$ cat src/nsba_ram.sv
// Generic single-port-write, single-port-read RAM with registered read data.
// No dependencies.
module nsba_ram #(
    parameter int WIDTH = 8,
    parameter int DEPTH = 256
) (
    input  logic                     i_clk,
    input  logic                     i_we,
    input  logic [$clog2(DEPTH)-1:0] i_waddr,
    input  logic [WIDTH-1:0]         i_wdata,
    input  logic [$clog2(DEPTH)-1:0] i_raddr,
    output logic [WIDTH-1:0]         o_rdata
);

    logic [WIDTH-1:0] r_mem [DEPTH];
    logic [WIDTH-1:0] r_rdata;

    always_ff @(posedge i_clk) begin
        if (i_we) begin
            r_mem[i_waddr] <= i_wdata;
        end
        r_rdata <= r_mem[i_raddr];
    end

    assign o_rdata = r_rdata;

endmodule

$ cat config.mk
export PLATFORM = sky130hd
export DESIGN_NAME = nsba_ram
export DESIGN_NICKNAME = d
export VERILOG_FILES = /design/src/nsba_ram.sv
export SDC_FILE = /design/constraint.sdc
export NUM_CORES = 2
export LEC_CHECK = 0
export ABC_CLOCK_PERIOD_IN_PS = 6100
export BUFFER_PORTS_ARGS = -buffer_cell sky130_fd_sc_hd__buf_2
export CORE_ASPECT_RATIO = 0.6
export CORE_MARGIN = 1
export CORE_UTILIZATION = 65
export CTS_BUF_LIST = sky130_fd_sc_hd__clkbuf_16
export DETAILED_ROUTE_END_ITERATION = 10
export GPL_TIMING_DRIVEN = 0
export PLACE_DENSITY = 0.81
export SLEW_MARGIN = 20
export SYNTH_ARGS = -nofsm -noshare
export SYNTH_HDL_FRONTEND = slang
export SYNTH_SLANG_ARGS = --single-unit
$ cat constraint.sdc
create_clock -name i_clk -period 6.1 [get_ports i_clk]
set_clock_uncertainty 0.05 [all_clocks]
set_input_delay 0.305 -clock i_clk [delete_from_list [all_inputs] [get_ports i_clk]]
set_output_delay 0.305 -clock i_clk [all_outputs]
set_load 0.02 [all_outputs]
Yosys cells after proc, flatten, opt, wreduce, memory -nomap -nowiden
Memory sizes are Yosys's and may differ from the RTL's. A register that Yosys moved wholly into a read port is not among the register bits.
Index checks and enable logic that the tools add are counted.

storage, ports and cells
  register bits after elaboration = 0
  memory bits (writable) = 2048
  input bits = 26
  output and inout port bits = 8
  logic and storage cells = 3
  memories kept = 1

memories
  memory  depth  bits a word  rd ports  clocked after Yosys merged registers in  wr ports  line  source
  r_mem   256    8            1         1                                        1         15    logic [WIDTH-1:0] r_mem [DEPTH];

cells by class
  mux-type cells = 2

operators by type and width
  cell               count
  1-bit two-way mux  2

Depth between registers and ports, before layout
  depth in word-level cells = 2
  depth in mapped cells = 11
  mapped depth without buffers = 6

Worst setup path before layout
Ideal clock, no wire load.

  kind = input-to-reg
  from = input port i_raddr[0]
  to = register r_rdata[2], in the netlist o_rdata[2], read port of r_mem
  library setup time = 0.131 ns
  arrival = 2.112 ns
  data required time = 5.919 ns
  slack = 3.807 ns
  stages on the path = 9
  buffers on the path = 4
  cells stage by stage = buf_6 -> buf_12 -> buf_8 -> buf_2 -> mux4_2 -> a22oi_1 -> a21oi_1 -> nor4_1 -> nor4_2

RTL lines
  element          line  source
  start, declared  11    input logic [$clog2(DEPTH)-1:0] i_raddr,
  end, declared    16    logic [WIDTH-1:0] r_rdata;

==> flow_metrics.py <==
metrics = {
    "die": {
        "io-pin-count": 34,
        "start_util_pct": 66.14,
        "fp.dieH_um": 273.0,
        "die_area_um2": 123800,
        "rows": 98,
        "fp.coreArea_um2": 120300,
        "die_x_um": 453.7,
    },
    "sta": {
        "finalHoldViolations": 0,
        "layout_min_cycle_time_ns": 4.425,
        "finalCritPeriodShare_pct": 72.54,
        "setup_viol": 0,
        "setup_tns_ns": 0,
        "slew_headroom_pct": 9.731,
        "tightest_slew_ns": 1.354,
        "max_freq_mhz": 226.0,
        "hold_slack_ns": 0.2359,
        "rsz0062_at_grt": "no",
        "slew_violations": 0,
    },
    "clock_network": {
        "htree_num_levels": 4,
        "post_cts_resized": 0,
        "root_buffer": "clkbuf_16",
        "cts_tree": "built",
        "cts_buffer_depth": 3,
        "cts.sinks": 2056,
        "clk_pin_slew_ns": 0.07,
        "clk_latency_ns": 0.83,
        "cts_buffers": 171,
    },
    "critical_path": {
        "r2r_end": "o_rdata[5]",
        "cp_max_fo": 15,
        "worst-setup-path-type": "in -> reg",
        "worstPathRequired_ns": 6.65,
        "path_cells": "buf_2 -> buf_4 -> buf_2 -> clkbuf_1 -> mux4_2 -> a22oi_1 -> a21oi_1 -> nor4_1 -> nor4_1",
        "end_kind": "flop",
        "slowest_stage": "clkbuf_1",
        "start_kind": "input port",
        "r2r_slack_ns": 2.84,
        "max_stage_delay_ns": 1.03,
        "r2r-start": "r_mem[24][5]",
        "worstPathArrival_ns": 4.98,
        "reg2regPathDepth": 6,
    },
    "pwr": {
        "power_density_nw_per_um2": 318.9,
        "ir_drop_mv": 0.3085,
        "cellLeakagePower_nw": 27.30,
        "netSwitchingPower_w": 0.006365,
        "pwr-share-comb_pct": 6.2,
        "swShare_pct": 22.68,
        "pwr-share-clk_pct": 38.3,
        "p_int_w": 0.02170,
        "p_seq_share_pct": 55.5,
    },
    "logic_synthesis": {
        "ys_warn_count": 0,
        "syn-instance-count": 3733,
        "yosysTopAreaCell": "edfxtp_1",
        "synth_ff_type": "edfxtp_1",
        "syn_area_um2": 79560,
        "synthTopCellsByArea": "edfxtp_1 (77%), mux4_2 (13%), mux2i_1 (1.7%)",
        "ys_seq_area_share_pct": 77.50,
        "synth.top_cell.area_share_pct": 77.30,
        "synthArstFlopShare_pct": 0,
        "syn_nets": 3759,
        "syn_area_per_cell_um2": 21.31,
        "synth_edf_count": 2048,
        "synth_seq_cells": 2056,
        "ys_types": 55,
    },
    "detailed_routing": {
        "dr.pass1.iters": 8,
        "drt-wirelength-per-cell_um": 42.38,
        "routed_wl_um": 242600,
        "drc": 0,
        "ant_nets": 0,
        "viasPerCell": 7.737,
        "dr_total_vias": 44297,
        "drt-initial-drc-count": 9760,
    },
    "place": {
        "dpl-instance-area_um2": 82550,
        "io_buffers": 26,
        "gp_congestion": 0.9703,
        "place_inst": 5385,
        "dpl.hpwl_um": 157800,
    },
    "global_routing": {
        "overflow": 0,
        "grt_pass1_vias": 41726,
        "grt_pass1_wl_um": 329500,
        "antenna_found_initial": 14,
        "grt_util_all_layers_pct": 39.77,
        "grt_max_degree": 127,
    },
    "cells_and_area": {
        "layout-drive-gt1-share_pct": 22.00,
        "final_util_pct": 73.16,
        "final_common_cell": "edfxtp_1",
        "mostFrequentLayoutCells": "edfxtp_1 (2,048), mux4_2 (454), nor2_1 (275)",
        "fillers": 6390,
        "layout.cells.non_filler": 5725,
        "area_delta_synth_final_pct": 10.61,
        "fin_area_um2": 88000,
        "final_nets": 3992,
    },
    "hold_path": {
        "holdPathEnd": "r_mem[196][5]",
        "hold_start": "i_waddr[6]",
        "hold_depth": 3,
        "min_path_type": "in -> reg",
    },
    "job": {
        "drv_cap": 0,
    },
    "status": {
        "outcome": "finished clean",
    },
}
-- layout make-up --
cell class / count / area [um^2] / area share, %
Clock inverter: 132 / 773.2 / 0.8787
Clock buffer: 180 / 4504 / 5.119
Sequential cell: 2056 / 61660 / 70.07
Tap cell: 1600 / 2002 / 2.275
Multi-Input combinational cell: 1442 / 16540 / 18.80
Buffer: 233 / 1493 / 1.696
Inverter: 2 / 7.507 / 0.008531
Antenna cell: 20 / 50.05 / 0.05687
Timing Repair Buffer: 60 / 970.9 / 1.103
-- routing by layer --
metal / wire length [um] / track usage (%) / vias to the layer above / share of wire [%]
li1: - / - / 16169 / -
met1: 81550 / 54.49 / 22350 / 34
met2: 96860 / 51.07 / 4984 / 40
met3: 50850 / 23.02 / 780 / 21
met4: 13240 / 18.97 / 14 / 5.5
met5: 116 / 0 / - / 0.048
-- worst max-delay path, delay by kind of cell --
kind                   cells  cell delay, ns
AO/OA/AOI/OAI              2            0.88
buffers and inverters      4            2.18
AND/OR/NAND/NOR            2            1.14
multiplexers               1            0.44
-- kinds of logic (layout without fill, tap and decap cells) --
kind of cell	Yosys count	after routing	synth area share (%)
flip-flops	2056	2056	77.50
multiplexers	591	591	14.62
AND/OR/NAND/NOR	466	466	2.628
AO/OA/AOI/OAI	385	385	3.419
buffers and inverters	235	607	1.831
other	0	20	0
-- sequential cells by signal (all words and copies together) (netlist names) --
signal	flops
o_rdata	8
r_mem	2048
-- worst max-delay path by stage --
stage                          start         end  depth (start not counted)
after detailed placement  i_raddr[2]  o_rdata[5]                          9
final                     i_raddr[1]  o_rdata[4]                          9
after CTS                 i_raddr[2]  o_rdata[5]                          9
after floorplan           i_raddr[0]  o_rdata[2]                          9
after global routing      i_raddr[2]  o_rdata[4]                          9
after global placement    i_raddr[2]  o_rdata[0]                          8
-- synthesized netlist by cell type (27+ instances only) --
cell / n
buf_2: 31
mux2i_1: 134
o221ai_1: 46
nand3_1: 34
o22ai_1: 28
mux4_2: 454
clkbuf_1: 111
nor2_1: 282
nand2_1: 33
buf_4: 27
nor2b_1: 31
a22oi_1: 133
edfxtp_1: 2048
a21oi_1: 96
-- timing repair --
action                                 in CTS  in global routing
hold buffers                                8                  0
setup buffers                               0                  0
endpoints found under the hold margin     341                  0
-- power by group through the flow --
| stage | Combinational (W) | Sequential (W) | Clock [W] |
|---|---|---|---|
| 2_1_floorplan | 0.000757 | 0.0159 | 0 |
| 3_3_place_gp | 0.00153 | 0.0159 | 0 |
| 3_5_place_dp | 0.00162 | 0.0159 | 0 |
| 4_1_cts | 0.00164 | 0.0156 | 0.0106 |
| 5_1_grt | 0.00173 | 0.0156 | 0.0111 |
| 6_report | 0.00175 | 0.0156 | 0.0107 |
-- through the flow --
step | total power (W) | setup slack [ns]
2_1_floorplan | 0.01665 | 3.807
3_3_place_gp | 0.01746 | 0.7097
3_5_place_dp | 0.01750 | 1.296
4_1_cts | 0.02784 | 2.098
5_1_grt | 0.02844 | 1.960
6_report | 0.02807 | 1.675
No activity file was read; power rests on OpenSTA's default activity.
