--- config.mk ---
export PLATFORM = sky130hd
export DESIGN_NAME = nsba_mod
export DESIGN_NICKNAME = d
export VERILOG_FILES = /design/src/nsba_pkg.sv /design/src/nsba_mod.sv
export SDC_FILE = /design/constraint.sdc
export NUM_CORES = 1
export LEC_CHECK = 0
export BUFFER_PORTS_ARGS = -buffer_cell sky130_fd_sc_hd__buf_2
export CORE_MARGIN = 2
export CORE_UTILIZATION = 45
export DETAILED_ROUTE_END_ITERATION = 8
export PLACE_DENSITY_LB_ADDON = 0.08
export SLEW_MARGIN = 20
export SYNTH_ARGS = -nofsm -noshare
export SYNTH_HDL_FRONTEND = slang
export SYNTH_SLANG_ARGS = --single-unit
--- constraint.sdc ---
create_clock -name i_clk -period 1.9 [get_ports i_clk]
set_input_delay 0.19 -clock i_clk [delete_from_list [all_inputs] [get_ports i_clk]]
set_output_delay 0.19 -clock i_clk [all_outputs]
set_load 0.05 [all_outputs]
--- src/nsba_pkg.sv ---
// Package for the NAT sequence block allocator.
// Shared widths, function codes, register indexes and transfer structs.
// No dependencies.
package nsba_pkg;

    localparam int ENTRIES   = 1024;
    localparam int IDX_W     = $clog2(ENTRIES);
    localparam int SEQ_W     = 16;
    localparam int FUNC_W    = 2;
    localparam int CFG_IDX_W = 1;
    localparam int DATA_W    = 2 * SEQ_W;

    localparam logic [FUNC_W-1:0] FUNC_CREATE = 2'd0;
    localparam logic [FUNC_W-1:0] FUNC_DELETE = 2'd1;
    localparam logic [FUNC_W-1:0] FUNC_ASSIGN = 2'd2;
    localparam logic [FUNC_W-1:0] FUNC_QUERY  = 2'd3;

    localparam logic [CFG_IDX_W-1:0] REG_SHARE_FACTOR = 1'd0;
    localparam logic [CFG_IDX_W-1:0] REG_BLOCK_SIZE   = 1'd1;

    localparam logic [SEQ_W-1:0] SHARE_FACTOR_RST = 16'd1;
    localparam logic [SEQ_W-1:0] BLOCK_SIZE_RST   = 16'd65535;

    localparam logic STATUS_DONE     = 1'b0;
    localparam logic STATUS_NO_ENTRY = 1'b1;

    typedef struct packed {
        logic [FUNC_W-1:0] func;
        logic [IDX_W-1:0]  entry_index;
    } t_in;

    typedef struct packed {
        logic             status;
        logic [SEQ_W-1:0] sequence_out;
        logic [SEQ_W-1:0] range_low;
        logic [SEQ_W-1:0] range_high;
    } t_out;

    typedef struct packed {
        logic             start;
        logic [IDX_W-1:0] dividend;
        logic [SEQ_W-1:0] divisor;
    } t_mod_req;

    typedef struct packed {
        logic             done;
        logic [IDX_W-1:0] remainder;
    } t_mod_rsp;

endpackage

--- src/nsba_mod.sv ---
// Bit-serial remainder unit: entry index modulo share factor, one bit a cycle.
// Depends on nsba_pkg.
module nsba_mod (
    input  logic               i_clk,
    input  logic               i_rst_n,
    input  nsba_pkg::t_mod_req i_req,
    output nsba_pkg::t_mod_rsp o_rsp
);

    localparam int CNT_W = $clog2(nsba_pkg::IDX_W);
    localparam int IW    = nsba_pkg::IDX_W;
    localparam int SW    = nsba_pkg::SEQ_W;

    logic             r_busy;
    logic             r_done;
    logic [CNT_W-1:0] r_cnt;
    logic [IW-1:0]    r_num;
    logic [IW-1:0]    r_rem;
    logic [SW-1:0]    r_div;

    logic [IW:0]      w_shift;
    logic             w_ge;
    logic [IW:0]      w_diff;

    // partial remainder never exceeds the partial dividend, so IW+1 bits do
    assign w_shift = {r_rem, r_num[IW-1]};
    assign w_ge    = ({{(SW-IW-1){1'b0}}, w_shift} >= r_div);
    assign w_diff  = w_shift - r_div[IW:0];

    always_ff @(posedge i_clk) begin
        if (!i_rst_n) begin
            r_busy <= 1'b0;
            r_done <= 1'b0;
        end else begin
            r_done <= 1'b0;
            if (i_req.start) begin
                r_busy <= 1'b1;
            end else if (r_busy && r_cnt == CNT_W'(IW - 1)) begin
                r_busy <= 1'b0;
                r_done <= 1'b1;
            end
        end
    end

    always_ff @(posedge i_clk) begin
        if (i_req.start) begin
            r_cnt <= '0;
            r_num <= i_req.dividend;
            r_rem <= '0;
            // a zero share factor counts as one
            r_div <= (i_req.divisor == '0) ? SW'(1) : i_req.divisor;
        end else if (r_busy) begin
            r_cnt <= r_cnt + CNT_W'(1);
            r_num <= {r_num[IW-2:0], 1'b0};
            r_rem <= w_ge ? w_diff[IW-1:0] : w_shift[IW-1:0];
        end
    end

    assign o_rsp.done      = r_done;
    assign o_rsp.remainder = r_rem;

    a_rem_below_div: assert property (@(posedge i_clk) disable iff (!i_rst_n)
        r_done |-> ({{(SW-IW){1'b0}}, r_rem} < r_div))
        else $error("remainder not below divisor");

    a_start_when_free: assert property (@(posedge i_clk) disable iff (!i_rst_n)
        i_req.start |-> !r_busy)
        else $error("remainder unit restarted while busy");

endmodule

==> Word level (Yosys, flattened, before mapping) <==
Cells that the tools add are included.
{ "word_totals": {"ff_bits": 42, "in_bits": 29, "elab_cells": 22} }
{ "op_classes": {"add_sub_neg": 2, "magnitude_cmp": 1, "eq_ne": 1, "n_mux": 6, "bitwise_logic": 1, "reduce_logical": 5} }
{ "op_table": {"columns": ["cell", "count"], "rows": [
  ["10-bit two-way mux", 3],
  ["11-bit by 16-bit >= comparator with 1-bit output", 1],
  ["16-bit logical NOT", 1],
  ["10-bit subtractor", 1],
  ["4-bit by 1-bit adder with 4-bit output (second input constant)", 1],
  ["4-bit == test (second input constant)", 1],
  ["2-bit nonzero test", 2],
  ["1-bit two-way mux", 3],
  ["2-bit OR reduction", 1],
  ["1-bit logical AND", 1],
  ["1-bit NOT", 1]
]} }

==> Longest topological paths before layout <==
Gate-level depths: netlist (run 1).
{ "logic_depth": {"ltp_word": 4, "depth_mapped": 11, "depth_no_buf": 10} }

==> Least setup slack after synthesis (run 1) <==
Ideal clock, no wire load.
{ "synth_timing": {"path_kind": "reg-to-reg", "startpoint": "reg r_rem[6]", "endpoint": "reg r_rem[0]", "setup_ps": 79, "t_arrival_ps": 2356, "required_ps": 1821, "setup_slack_ps": -536, "path_stages_with_launch": 8, "path_buffers": 0, "cell_sequence": "dfxtp_1 > ha_1 > a21oi_1 > a21bo_1 > a311oi_2 > a21oi_2 > mux2_4 > a211oi_2"} }
{ "synth_via": {"elab_chain_cells": 2} }
{ "synth_lines": {"columns": ["item", "line", "source"], "rows": [
  ["from (decl)", "nsba_mod.sv:18", "logic [IW-1:0] r_rem;"],
  ["from (signal assigned)", "nsba_mod.sv:55", "r_rem <= w_ge ? w_diff[IW-1:0] : w_shift[IW-1:0];"],
  ["11-bit by 16-bit >= comparator with 1-bit output", "nsba_mod.sv:27", "assign w_ge = ({{(SW-IW-1){1'b0}}, w_shift} >= r_div);"],
  ["10-bit two-way mux", "nsba_mod.sv:55", null]
]} }
No other way between the ends.
A chain may end at the register's enable or synchronous reset.

==> Final worst setup path (run 1) <==
{ "layout_timing": {"startpoint": "reg r_div[5]", "endpoint": "reg r_rem[0]"} }
{ "layout_via": {"elab_chain_cells": 2} }
{ "layout_lines": {"columns": ["item", "line", "source"], "rows": [
  ["from (decl)", "nsba_mod.sv:19", "logic [SW-1:0] r_div;"],
  ["from (signal assigned)", "nsba_mod.sv:51", "r_div <= (i_req.divisor == '0) ? SW'(1) : i_req.divisor;"],
  ["11-bit by 16-bit >= comparator with 1-bit output", "nsba_mod.sv:27", null],
  ["10-bit two-way mux", "nsba_mod.sv:55", null]
]} }
No other way between the ends.

==> metrics.cfg, run 1 <==
[finish]
area.growth.synth_to_final_pct = 32.7
fin_nets = 312
drive_gt1_share_pct = 47.8
diodes = 0
stdcell_count = 324
fin_area_mm2 = 0.00290

[detailed_routing]
ant_nets = 0
wirelength_um = 5000
dr.first_iter.drc_count = 77
wl_per_cell_um = 15.4
dr.pass1.iters = 4
viasPerCell = 5.33
drc = 0
vias = 1726

[floorplanning]
io_pins = 40
dieArea_mm2 = 0.00543
die_width_um = 73.7
start_util_pct = 46.5
die_y_um = 73.7
coreArea_mm2 = 0.00469
row_count = 25

[setup_path]
worstSetupPathType = flop to flop
arrival_ns = 2.35
crit_path_top_delay_cell = edfxtp_1
required_ns = 2.11
crit_path_end_kind = flop
path_buf_inv = 1
path_cells = inv_2, ha_4, a21o_1, a21bo_1, a311oi_2, a21oi_4, mux2_4, a211oi_2
critPathLaunchType = flop
cp_slowest_stage_delay_ns = 0.38
path_delay_family = compound AO/OA/AOI/OAI gates
crit_fanout = 4

[synth]
synth.avg_cell_area_um2 = 10.7
ys.flop_type = edfxtp_1
ys_async_sr_fraction_pct = 0
synthDistinctLibCells = 44
synthCells = 204
syn_area_mm2 = 0.00218
synth-edff-count = 26
ys_seq_area_share_pct = 50.4
synth-seq-cells = 42
syn_nets = 247
ys_warn_count = 0

[pwr]
irDropWorstVdd_mv = 0.467
leakagePower_uw = 0.00126
power.total_uw = 2120
powerDensity_mw_per_mm2 = 732

[grt]
grt_overflow = 0
grt_pass1_wl_um = 8040
grt_max_degree = 16
antenna_found_initial = 0
globalRouteTotalUtil_pct = 20.0
grt_pass1_vias = 1757

[sta]
setup_viol = 10
maxSlewHeadroom_pct = 66.9
fin_crit_sh_pct = 113
worst_pin_slew_ns = 0.492
finalWorstSetupSlack_ns = -0.240
rsz0062_at_grt = true
report.final.slew_viol_count = 0
skew_ns = 0.00559
fmax_mhz = 467
layout_min_cycle_time_ns = 2.14
hold_viol = 0

[run]
cap_viol_max_count = 0

[clock_network]
cts_buffers = 5
h-tree-depth = 2
cts_root_buf = clkbuf_8
cts_hold_buf = 0
cts.clk_slew.worst_paths_ns = 0.08
cts_sinks = 42
clk-insertion-delay-late_ns = 0.30
clock_path_buffers = 2
cts_tree = built

[min_path]
hp-class = primary input to flop

[placed_design]
place_hpwl_um = 3830
io_buffers = 39
place_ws_ns = -0.319
gp_congestion = 0.856
dp_cells = 307
placed_area_mm2 = 0.00267

[outcome]
violations = negative setup slack
status = finished, violations left

-- metal layers --
layer	vias up	wire length (um)	part of all wire (%)	GRT usage (%)
met1	817	2190	44	23.9
met4	0	100	2.0	7.47
met5	-	0	0	0
met3	13	188	3.8	4.25
met2	41	2520	50	35.2
li1	855	-	-	-
-- what timing repair did --
item                                    in CTS  in global routing
resized for setup                           17                  3
endpoints found under the setup margin      10                 10
buffers inserted                             7                  2
pin swaps                                    9                  3
-- final timing paths --
| check | start | endpoint | slack [ns] | cells after the start |
|---|---|---|---|---|
| worst min-delay path | i_req[5] | r_div[5] | 0.08 | 1 |
| worst max register to register | r_div[5] | r_rem[0] | -0.24 | 8 |
| worst min register to register | r_cnt[3] | r_done | 0.51 | 2 |
| worst max-delay path | r_div[5] | r_rem[0] | -0.24 | 8 |
-- stage by stage --
stage / utilization, % / hold slack, ns / TNS [ns]
after floorplan: - / 0.302 / -0.117
after global placement: 57.0 / 0.382 / -1.67
after detailed placement: 57.0 / 0.382 / -1.97
after CTS: 61.2 / 0.0707 / -1.57
after global routing: 61.8 / 0.0662 / -3.00
final: 61.8 / 0.0799 / -2.00
-- where the power goes --
part           internal (uW)  total (uW)  leakage (uW)  switching, uW
Sequential              1040        1080      0.000394           35.3
Combinational            234         480      0.000833            246
Clock                    260         565     0.0000385            305
-- cells by family after synthesis --
| family | count (synthesis) | synth area share [%] |
|---|---|---|
| AOI/OAI and AO/OA | 34 | 12.4 |
| xor gates and xnor gates | 8 | 3.21 |
| adders and majority gates | 14 | 8.37 |
| buffers and inverters | 37 | 6.70 |
| DFF | 42 | 50.4 |
| muxes | 13 | 6.70 |
| and+or+nand+nor | 56 | 12.1 |
-- cell usage after synthesis, types with 2 or more instances --
master	n	area, um2
mux2i_1	3	30.0
nand2_1	15	56.3
nand4_1	2	12.5
o21ai_0	2	10.0
buf_4	2	15.0
nor3_1	2	10.0
edfxtp_1	26	781
nor2_1	17	63.8
mux2_2	9	101
nor4_1	3	18.8
buf_1	2	7.51
a21oi_1	4	20.0
ha_1	13	163
o211ai_1	6	45.0
xnor2_1	4	35.0
dfxtp_1	16	320
nand3_1	6	30.0
inv_1	15	56.3
a41o_1	4	40.0
and2_1	2	12.5
a211oi_1	5	37.5
xor2_1	4	35.0
nand3b_1	2	15.0
clkbuf_1	18	67.6
nor2b_1	3	18.8
-- final cells by class --
class                   instances  area [um2]
fillers                       406        1790
clock buffers                   7        76.3
flip-flops and latches         42        1120
multi-input cells             125        1050
well taps                      54        67.6
clock inverters                 1        7.51
inverters                      15        56.3
repair buffers                 80         514
-- state kept, by name, summed over array words and instances, names as in the netlist --
name	cells
r_rem	10
r_busy	1
r_done	1
r_cnt	4
r_div	16
r_num	10
-- placed cells by master, fill, tap and decap left out, types with 4 or more instances in the layout --
master	instances
xnor2_1	4
dfxtp_2	4
dfxtp_1	7
xor2_1	4
a41o_1	4
nor2_1	16
inv_1	11
a211oi_2	4
dfxtp_4	5
inv_2	4
buf_2	39
clkbuf_8	5
nand3_1	4
buf_4	38
ha_1	9
o211ai_1	6
nand2_1	14
mux2_2	9
ha_4	4
edfxtp_1	26
No activity file was read; power rests on OpenSTA's default activity.
==> inputs of run 2 (changes only) <==
clock period = 2.16 ns   (was 1.9 ns; I/O delays follow)
==> metrics.cfg, run 2 (synthesized netlist as in run 1, its figures left out) <==
[sta]
report.final.slew_viol_count = 0
layout_min_cycle_time_ns = 2.18
maxSlewHeadroom_pct = 74.2
tns_ns = -0.0442
fmax_mhz = 459
hold_viol = 0
rsz0062_at_grt = true
finalWorstSetupSlack_ns = -0.0172
worst_pin_slew_ns = 0.386
fin_crit_sh_pct = 101
setup_viol = 3
skew_ns = 0.0107
hold_slack_ns = 0.105

[setup_path]
required_ns = 2.38
crit_path_end_kind = flop
arrival_ns = 2.39
critPathLaunchType = flop
crit_fanout = 6
worstSetupPathType = flop to flop

[floorplanning]
row_count = 25
coreArea_mm2 = 0.00469
dieArea_mm2 = 0.00543
die_width_um = 73.7
die_y_um = 73.7
start_util_pct = 46.5
io_pins = 40

[grt]
grt_overflow = 0
globalRouteTotalUtil_pct = 19.1
antenna_found_initial = 0
grt_max_degree = 23
grt_pass1_wl_um = 7760
grt_pass1_vias = 1618

[finish]
fin_nets = 289
largest_register_ffs = 16
area.growth.synth_to_final_pct = 23.5
multi_input_area_um2 = 1000
ff_latch_area_mm2 = 0.00112
drive_gt1_share_pct = 39.7
top_regs = r_div (16), r_num (10), r_rem (10)
diodes = 0
nFillCells = 425
mostFrequentLayoutCell = buf_2
mostFrequentLayoutCells = 39 x buf_2, 26 x edfxtp_1, 17 x nor2_1
top_register = r_div

[outcome]
violations = negative setup slack
status = finished, violations left

[clock_network]
cts_tree = built
cts_sinks = 42
cts_hold_buf = 0
cts.clk_slew.worst_paths_ns = 0.09
clk-insertion-delay-late_ns = 0.30
h-tree-depth = 2
cts_buffers = 5
cts_root_buf = clkbuf_8
clock_path_buffers = 2

[pwr]
powerDensity_mw_per_mm2 = 686
power.total_uw = 1850
irDropWorstVdd_mv = 0.528
leakagePower_uw = 0.00115

[min_path]
hp-class = primary input to flop

[placed_design]
io_buffers = 39
place_hpwl_um = 3620
gp_congestion = 0.824

[detailed_routing]
viasPerCell = 5.44
wirelength_um = 4850
dr.pass1.iters = 4
ant_nets = 0
drc = 0
dr.first_iter.drc_count = 92
vias = 1636
wl_per_cell_um = 16.1

[run]
cap_viol_max_count = 0

==> run 2: metrics by stage <==
stage          util [%]  instance area [um2]  setup WS, ns  instances
5_1_grt            57.5                 2700        -0.112        301
3_5_place_dp       53.3                 2500        -0.130        288
3_3_place_gp       53.3                 2500       -0.0698        288
6_report           57.5                 2700       -0.0172        301
2_1_floorplan         -                 2220        0.0132        204
4_1_cts            55.8                 2620       0.00694        297
==> run 2: worst max-delay path: stages, from the launching register on <==
cell and delay [ns]:
edfxtp_1 0.39, inv_2 0.08, ha_4 0.20, a21oi_2 0.16, a21bo_1 0.25, a311oi_2 0.35, a21oi_4 0.15, buf_12 0.16
a41o_1 0.21, a211oi_2 0.14
==> run 2: report_power, final <==
group,leakage (uW),internal (uW),switching [uW]
clock network,0.0000472,257,279
logic,0.000709,165,197
registers,0.000392,917,34.2
total,0.00115,1340,510
==> run 2: repair_timing <==
item / 4_1_cts / 5_1_grt
setup buffers: 1 / 3
resized for setup: 7 / 4
setup endpoints to repair: 5 / 5
cloned: 0 / 1
pin swaps: 5 / 8
==> run 2: path summary, 6_finish.rpt <==
check                 from       end  slack (ns)  depth (start not counted)
setup / recovery  r_div[7]  r_rem[6]       -0.02                          9
hold / removal    i_req[9]  r_div[9]        0.11                          1
setup reg to reg  r_div[7]  r_rem[6]       -0.02                          9
hold reg to reg   r_cnt[3]    r_done        0.51                          2
==> run 2: area by class of cell <==
cell class                 count  area share [%]
clock buffer                   6            3.06
clock inverter                 2           0.464
inverter                      15            2.09
multi-input combinational    125            37.1
sequential                    42            41.4
tap                           54            2.51
timing repair buffer          57            13.4
==> run 2: layer usage <==
metal	up-vias	track usage, %	part of all wire (%)
li1	805	-	-
met4	0	5.66	1.3
met2	43	30.6	48
met3	9	4.25	4.7
met5	-	0	0
met1	779	25.9	46
